File: src/hw/rtl/asae_pkg.sv
`default_nettype none
package asae_pkg;

	localparam int LOG2_SAMPLES = 5;
	localparam int SAMPLE_BITS  = 16;
	localparam int SUM_W        = SAMPLE_BITS + LOG2_SAMPLES;
	localparam int CNT_W        = LOG2_SAMPLES + 1;
	localparam int AVG_W        = 16;

	localparam logic [CNT_W-1:0] NUM_SAMPLES = CNT_W'(1) << LOG2_SAMPLES;

	localparam logic [7:0] INTERVAL_RESET = 8'd16;

	// Register indexes on the host bus.
	localparam logic [7:0] REG_CTRL    = 8'd0;
	localparam logic [7:0] REG_AVG_MSB = 8'd1;
	localparam logic [7:0] REG_AVG_LSB = 8'd2;

	// Control byte bit positions.
	localparam int CTL_START_BIT = 0;
	localparam int CTL_BUSY_BIT  = 1;

	typedef enum logic [2:0] {
		OP_WRITE  = 3'd0,
		OP_READ   = 3'd1,
		OP_XEND   = 3'd2,
		OP_TICK   = 3'd3,
		OP_SAMPLE = 3'd4
	} op_t;

	typedef enum logic [1:0] {
		PH_IDLE   = 2'd0,
		PH_WAIT   = 2'd1,
		PH_SAMPLE = 2'd2
	} phase_t;

	typedef struct packed {
		logic [2:0]  op;
		logic [7:0]  reg_addr;
		logic [7:0]  write_data;
		logic [15:0] sample_value;
	} cmd_t;

	typedef struct packed {
		logic [7:0] read_data;
		logic       start_conversion;
		logic [5:0] conv_channel;
		logic       busy_res;
	} rsp_t;

endpackage
`default_nettype wire

File: src/hw/rtl/asae_if.sv
`default_nettype none

interface asae_cmd_if import asae_pkg::*; ();
	logic valid;
	logic ready;
	cmd_t data;
	modport source (output valid, output data, input ready);
	modport sink (input valid, input data, output ready);
endinterface

interface asae_rsp_if import asae_pkg::*; ();
	logic valid;
	logic ready;
	rsp_t data;
	modport source (output valid, output data, input ready);
	modport sink (input valid, input data, output ready);
endinterface

interface asae_cfg_if ();
	logic       valid;
	logic       ready;
	logic [7:0] data;
	modport source (output valid, output data, input ready);
	modport sink (input valid, input data, output ready);
endinterface

`default_nettype wire

File: src/hw/rtl/adc_sample_averaging_engine.sv
// ADC averaging engine: takes one request per cycle (register write, register read,
// transaction end, timer tick or completed sample) and returns exactly one result for
// each, in the cycle after the request is taken, from a single output register. Requests
// stall only while that register holds a result the sink has not taken. A run started
// by the start bit asks for 32 conversions, waits the programmed number of ticks (at
// least one) between them and stores the 16-bit average, readable as two bytes; the
// interval register may be written at any time the engine is idle and resets to 16.
`default_nettype none
module adc_sample_averaging_engine
	import asae_pkg::*;
(
	input wire logic     clk,
	input wire logic     arst_n,
	asae_cmd_if.sink     cmd,
	asae_rsp_if.source   rsp,
	asae_cfg_if.sink     cfg
);

	logic [7:0]       interval_q;
	logic [7:0]       ctrl_q, ctrl_d;
	logic [CNT_W-1:0] count_q, count_d;
	logic [SUM_W-1:0] sum_q, sum_d;
	logic [AVG_W-1:0] avg_q, avg_d;
	logic [7:0]       ticks_q, ticks_d;
	phase_t           phase_q, phase_d;
	logic             rsp_valid_q;
	rsp_t             rsp_q, rsp_d;

	logic             take;
	logic             run_start;
	logic             tick_fire;
	logic             sample_take;
	logic             last_sample;
	logic [SUM_W-1:0] sum_add;
	logic [CNT_W-1:0] count_inc;

	assign cmd.ready = !rsp_valid_q || rsp.ready;
	assign take      = cmd.valid && cmd.ready;
	assign cfg.ready = 1'b1;
	assign rsp.valid = rsp_valid_q;
	assign rsp.data  = rsp_q;

	assign sum_add   = sum_q + SUM_W'(cmd.data.sample_value[SAMPLE_BITS-1:0]);
	assign count_inc = count_q + CNT_W'(1);

	assign run_start   = (cmd.data.op == OP_XEND) && ctrl_q[CTL_START_BIT];
	assign tick_fire   = (cmd.data.op == OP_TICK) && (phase_q == PH_WAIT) && (ticks_q <= 8'd1);
	assign sample_take = (cmd.data.op == OP_SAMPLE) && (phase_q == PH_SAMPLE);
	assign last_sample = count_inc >= NUM_SAMPLES;

	// Sequencer next state.
	always_comb begin
		phase_d = phase_q;
		if (run_start) begin
			phase_d = PH_SAMPLE;
		end else if (tick_fire) begin
			phase_d = PH_SAMPLE;
		end else if (sample_take) begin
			phase_d = last_sample ? PH_IDLE : PH_WAIT;
		end
	end

	// Datapath and result for the request on the input channel.
	always_comb begin
		ctrl_d  = ctrl_q;
		count_d = count_q;
		sum_d   = sum_q;
		avg_d   = avg_q;
		ticks_d = ticks_q;
		rsp_d   = '0;
		unique case (cmd.data.op)
			OP_WRITE: begin
				if (cmd.data.reg_addr == REG_CTRL) begin
					ctrl_d = cmd.data.write_data;
				end
			end
			OP_READ: begin
				priority if (cmd.data.reg_addr == REG_CTRL) begin
					rsp_d.read_data = ctrl_q;
				end else if (cmd.data.reg_addr == REG_AVG_MSB) begin
					rsp_d.read_data = avg_q[15:8];
				end else if (cmd.data.reg_addr == REG_AVG_LSB) begin
					rsp_d.read_data = avg_q[7:0];
				end else begin
					rsp_d.read_data = 8'd0;
				end
			end
			OP_XEND: begin
				if (run_start) begin
					ctrl_d[CTL_START_BIT] = 1'b0;
					ctrl_d[CTL_BUSY_BIT]  = 1'b1;
					count_d = '0;
					sum_d   = '0;
					avg_d   = '0;
				end
			end
			OP_TICK: begin
				if (phase_q == PH_WAIT) begin
					ticks_d = tick_fire ? 8'd0 : ticks_q - 8'd1;
				end
			end
			OP_SAMPLE: begin
				if (sample_take) begin
					sum_d   = sum_add;
					count_d = count_inc;
					if (last_sample) begin
						avg_d = AVG_W'(sum_add >> LOG2_SAMPLES);
						ctrl_d[CTL_BUSY_BIT] = 1'b0;
					end else begin
						ticks_d = interval_q;
					end
				end
			end
			default: begin
			end
		endcase
		rsp_d.start_conversion = run_start || tick_fire;
		rsp_d.conv_channel     = ctrl_d[7:2];
		rsp_d.busy_res         = ctrl_d[CTL_BUSY_BIT];
	end

	always_ff @(posedge clk or negedge arst_n) begin
		if (!arst_n) begin
			interval_q  <= INTERVAL_RESET;
			ctrl_q      <= '0;
			count_q     <= '0;
			sum_q       <= '0;
			avg_q       <= '0;
			ticks_q     <= '0;
			phase_q     <= PH_IDLE;
			rsp_valid_q <= 1'b0;
		end else begin
			if (cfg.valid) begin
				interval_q <= cfg.data;
			end
			if (take) begin
				ctrl_q  <= ctrl_d;
				count_q <= count_d;
				sum_q   <= sum_d;
				avg_q   <= avg_d;
				ticks_q <= ticks_d;
				phase_q <= phase_d;
			end
			if (take) begin
				rsp_valid_q <= 1'b1;
			end else if (rsp.ready) begin
				rsp_valid_q <= 1'b0;
			end
		end
	end

	always_ff @(posedge clk) begin
		if (take) begin
			rsp_q <= rsp_d;
		end
	end

endmodule
`default_nettype wire

File: src/flat_wrapper.sv
// flat-port wrapper written by rule: the top's interface ports become plain ports
module adc_sample_averaging_engine_flat import asae_pkg::*;
  (clk, arst_n, cmd_valid, cmd_data, cmd_ready, rsp_valid, rsp_data, rsp_ready, cfg_valid, cfg_data, cfg_ready);
  asae_cmd_if cmd_i ();
  asae_rsp_if rsp_i ();
  asae_cfg_if cfg_i ();
  input wire logic clk;
  input wire logic arst_n;
  input wire logic [$bits(cmd_i.valid)-1:0] cmd_valid;
  input wire logic [$bits(cmd_i.data)-1:0] cmd_data;
  output wire logic [$bits(cmd_i.ready)-1:0] cmd_ready;
  output wire logic [$bits(rsp_i.valid)-1:0] rsp_valid;
  output wire logic [$bits(rsp_i.data)-1:0] rsp_data;
  input wire logic [$bits(rsp_i.ready)-1:0] rsp_ready;
  input wire logic [$bits(cfg_i.valid)-1:0] cfg_valid;
  input wire logic [$bits(cfg_i.data)-1:0] cfg_data;
  output wire logic [$bits(cfg_i.ready)-1:0] cfg_ready;
  assign cmd_i.valid = cmd_valid;
  assign cmd_i.data = cmd_data;
  assign cmd_ready = cmd_i.ready;
  assign rsp_valid = rsp_i.valid;
  assign rsp_data = rsp_i.data;
  assign rsp_i.ready = rsp_ready;
  assign cfg_i.valid = cfg_valid;
  assign cfg_i.data = cfg_data;
  assign cfg_ready = cfg_i.ready;
  adc_sample_averaging_engine u_core (.clk(clk), .arst_n(arst_n), .cmd(cmd_i), .rsp(rsp_i), .cfg(cfg_i));
endmodule
File: config.mk
export PLATFORM = sky130hd
export DESIGN_NAME = adc_sample_averaging_engine_flat
export DESIGN_NICKNAME = d
export VERILOG_FILES = /design/src/hw/rtl/asae_pkg.sv /design/src/hw/rtl/asae_if.sv /design/src/hw/rtl/adc_sample_averaging_engine.sv /design/src/flat_wrapper.sv
export SDC_FILE = /design/constraint.sdc
export NUM_CORES = 1
export LEC_CHECK = 0
export ABC_AREA = 1
export ABC_CLOCK_PERIOD_IN_PS = 4100
export BUFFER_PORTS_ARGS = -buffer_cell sky130_fd_sc_hd__buf_2
export CAP_MARGIN = 20
export CORE_MARGIN = 8
export CORE_UTILIZATION = 42
export CTS_CLUSTER_SIZE = 30
export DETAILED_ROUTE_END_ITERATION = 7
export GPL_TIMING_DRIVEN = 0
export PLACE_DENSITY = 0.66
export SYNTH_ARGS = -nofsm -noshare
export SYNTH_HDL_FRONTEND = slang
export SYNTH_SLANG_ARGS = --single-unit
export TNS_END_PERCENT = 1
File: constraint.sdc
create_clock -name clk -period 4.1 [get_ports clk]
set_input_delay 0 -clock clk [delete_from_list [all_inputs] [get_ports clk]]
set_output_delay 0 -clock clk [all_outputs]
set_load 0.02 [all_outputs]
==> out/results.ini <==
[synth]
synth_cell_types=43
async_flop_share_pct=81.4
synth_edf_count=16
synthTopCellsByArea=dfrtp_1 (34%), nand2_1 (16%), edfxtp_1 (9.5%)
avgSynthCellArea_um2=7.71
ys.flop_type=dfrtp_1
synth_top_area_share_pct=34.2
syn-num-nets=723
ys_ff_latch=86
syn_inst=655
ys_seq_area_share_pct=44.2
syn-cell-area_mm2=0.00505
yosys_warnings=0
synth_top_cell_by_area=dfrtp_1

[layout]
drive_gt1_share_pct=14.9
area_growth_pct=21.5
diodes=0
num-fill-cells=1140
finalNetCount=822
seqCellArea_mm2=0.00223
multi_input_area_mm2=0.00243

[die]
fp.dieH_um=126
die_x_um=126
start_util_pct=42.6
design.die.area_mm2=0.0158
num_rows=40
core_mm2=0.0119
io_pins=67

[placed_design]
post-dp-hpwl_mm=9.47
io_buffers=65
gp_congestion=0.877

[critical_path]
critPathCaptureType=register
crit_arrival_ns=2.62
crit_fanout=24
crit_type=reg -> reg
required_ns=4.36
start_kind=register

[drt]
dr_total_vias=4602
dr.first_iter.drc_count=338
antenna_left=0
wl_per_cell_um=14.3
avgViaCountPerCell=5.08
first_pass_iters=5
wirelength_mm=12.9
drcViolationCount=0

[sta]
final_hold_viol_count=0
clock_skew_ns=0.00920
grt_setup_unrepaired=false
relSlewSlack_pct=40.0
max_freq_mhz=425
drv_slew=0
layout_min_cycle_time_ns=2.36
setup_viol=0
setup_tns_ns=0
final.period_utilization_pct=57.4
worst_slew_pin_slew_ns=0.900

[global_route]
overflow=0
grt_antenna_before_repair=0
grt_pass1_vias=4616
grt_pass1_wl_mm=21.9
grt_max_degree=71
track_usage_pct=16.8

[clocking]
htreeDepth=3
path_clk_slew_ns=0.07
post-cts-setup-buffers=0
cts-root-buf=clkbuf_16
cts_tree=yes
cts_sinks=86
clk_path_buf_depth=2
cts_made_buffers=9
clk_latency_ns=0.34

[run]
drv_cap=0

[power]
p_leak_uw=0.00312
ir_drop_v=0.000209
power.density_mw_per_mm2=477
power_uw=2930

[status]
status=finished clean

[hold_path]
hold_path.class=in -> reg

-- Yosys cell counts (3+ instances only) --
master    instances
o21ai_0          38
nand3b_1          6
o21ai_1           6
xnor2_1           5
a21oi_1          32
edfxtp_1         16
ha_1             19
buf_2             5
and2_1            3
nand4_1          18
o22ai_1          14
xor2_1            6
nand3_1          31
dfrtp_1          69
inv_1            82
inv_2             3
nand2_1         211
nor3_1           12
nor2_1           42
or2_2             5
-- final cells by class --
cell class | instances | area share (%)
multi-input combinational | 472 | 39.5
inverter | 85 | 5.20
clock buffer | 9 | 3.67
timing repair buffer | 88 | 9.09
tap | 147 | 3.00
clock inverter | 7 | 1.94
sequential | 86 | 36.4
buffer | 12 | 1.20
-- where the power goes --
part,internal [µW],switching [µW],total [µW]
registers,1020,112,1130
logic,332,503,835
clock network,598,360,958
-- cell families after synthesis --
| logic type | share of synthesized area (%) |
|---|---|
| AND/OR/NAND/NOR | 29.9 |
| adder cells (fa/ha/maj) | 5.10 |
| AO/OA/AOI/OAI | 10.8 |
| multiplexers | 0.223 |
| other | 0.0742 |
| buffers and inverters | 7.78 |
| flip-flops | 44.2 |
| XOR/XNOR | 1.91 |
-- layer usage --
layer	up-vias	track usage, %	wire length, µm
met5	-	0	0
met4	0	5.52	162
met3	14	3.42	726
met2	113	27.1	6010
met1	2144	22.0	6040
li1	2331	-	-
-- timing repair --
item / CTS / global route
hold endpoints to repair: 90 / 0
hold buffers: 23 / 0
gates resized for setup: 0 / 0
-- through the flow --
step / setup WS, ns / utilization (%) / hold WS, ns / instance area [µm²] / std cells
6_report: 1.74 / 51.8 / 0.0159 / 6140 / 906
2_1_floorplan: 2.26 / - / -0.296 / 5050 / 655
3_3_place_gp: 1.81 / 46.9 / 0.207 / 5560 / 867
4_1_cts: 1.72 / 51.8 / 0.0171 / 6140 / 906
3_5_place_dp: 1.74 / 46.9 / 0.191 / 5560 / 867
5_1_grt: 1.54 / 51.8 / 0.0368 / 6140 / 906
-- critical path, cell delays in order (launching register included) --
cell,delay (ns)
dfrtp_1,0.42
a21oi_4,0.62
nand4_2,0.42
inv_1,0.16
buf_2,0.29
nand3_1,0.20
o21ai_1,0.15
-- flip-flops by register name (all words and copies together), names as in the netlist --
signal	count
u_core.phase_q	2
u_core.interval_q	8
u_core.rsp.data	16
u_core.ticks_q	8
u_core.avg_q	16
u_core.ctrl_q	8
u_core.sum_q	21
u_core.rsp.valid	1
u_core.count_q	6
-- final timing paths --
check | from | cells after the start | to | slack, ns
max | u_core.rsp.valid$_DFFE_PN0P_ | 6 | u_core.avg_q[0]$_DFFE_PN0P_ | 1.74
min | cmd_data[0] | 3 | u_core.sum_q[0]$_DFFE_PN0P_ | 0.02
max reg2reg | u_core.rsp.valid$_DFFE_PN0P_ | 6 | u_core.avg_q[0]$_DFFE_PN0P_ | 1.74
min reg2reg | u_core.avg_q[6]$_DFFE_PN0P_ | 2 | u_core.avg_q[6]$_DFFE_PN0P_ | 0.48
max in group asynchronous | arst_n | 2 | u_core.ctrl_q[6]$_DFFE_PN0P_ | 3.17
min in group asynchronous | arst_n | 2 | u_core.sum_q[2]$_DFFE_PN0P_ | 0.31
-- layout by cell type, fill, tap and decap left out, types with 9 or more instances in the layout --
| cell type | Yosys | final |
|---|---|---|
| a21oi_1 | 32 | 32 |
| buf_2 | 5 | 69 |
| clkbuf_16 | 0 | 9 |
| dfrtp_1 | 69 | 69 |
| dlygate4sd3_1 | 0 | 23 |
| edfxtp_1 | 16 | 16 |
| ha_1 | 19 | 19 |
| inv_1 | 82 | 82 |
| nand2_1 | 211 | 211 |
| nand3_1 | 31 | 31 |
| nand4_1 | 18 | 18 |
| nor2_1 | 42 | 42 |
| nor3_1 | 12 | 12 |
| o21ai_0 | 38 | 38 |
| o22ai_1 | 14 | 14 |
Power figures use the tool's default switching activity.
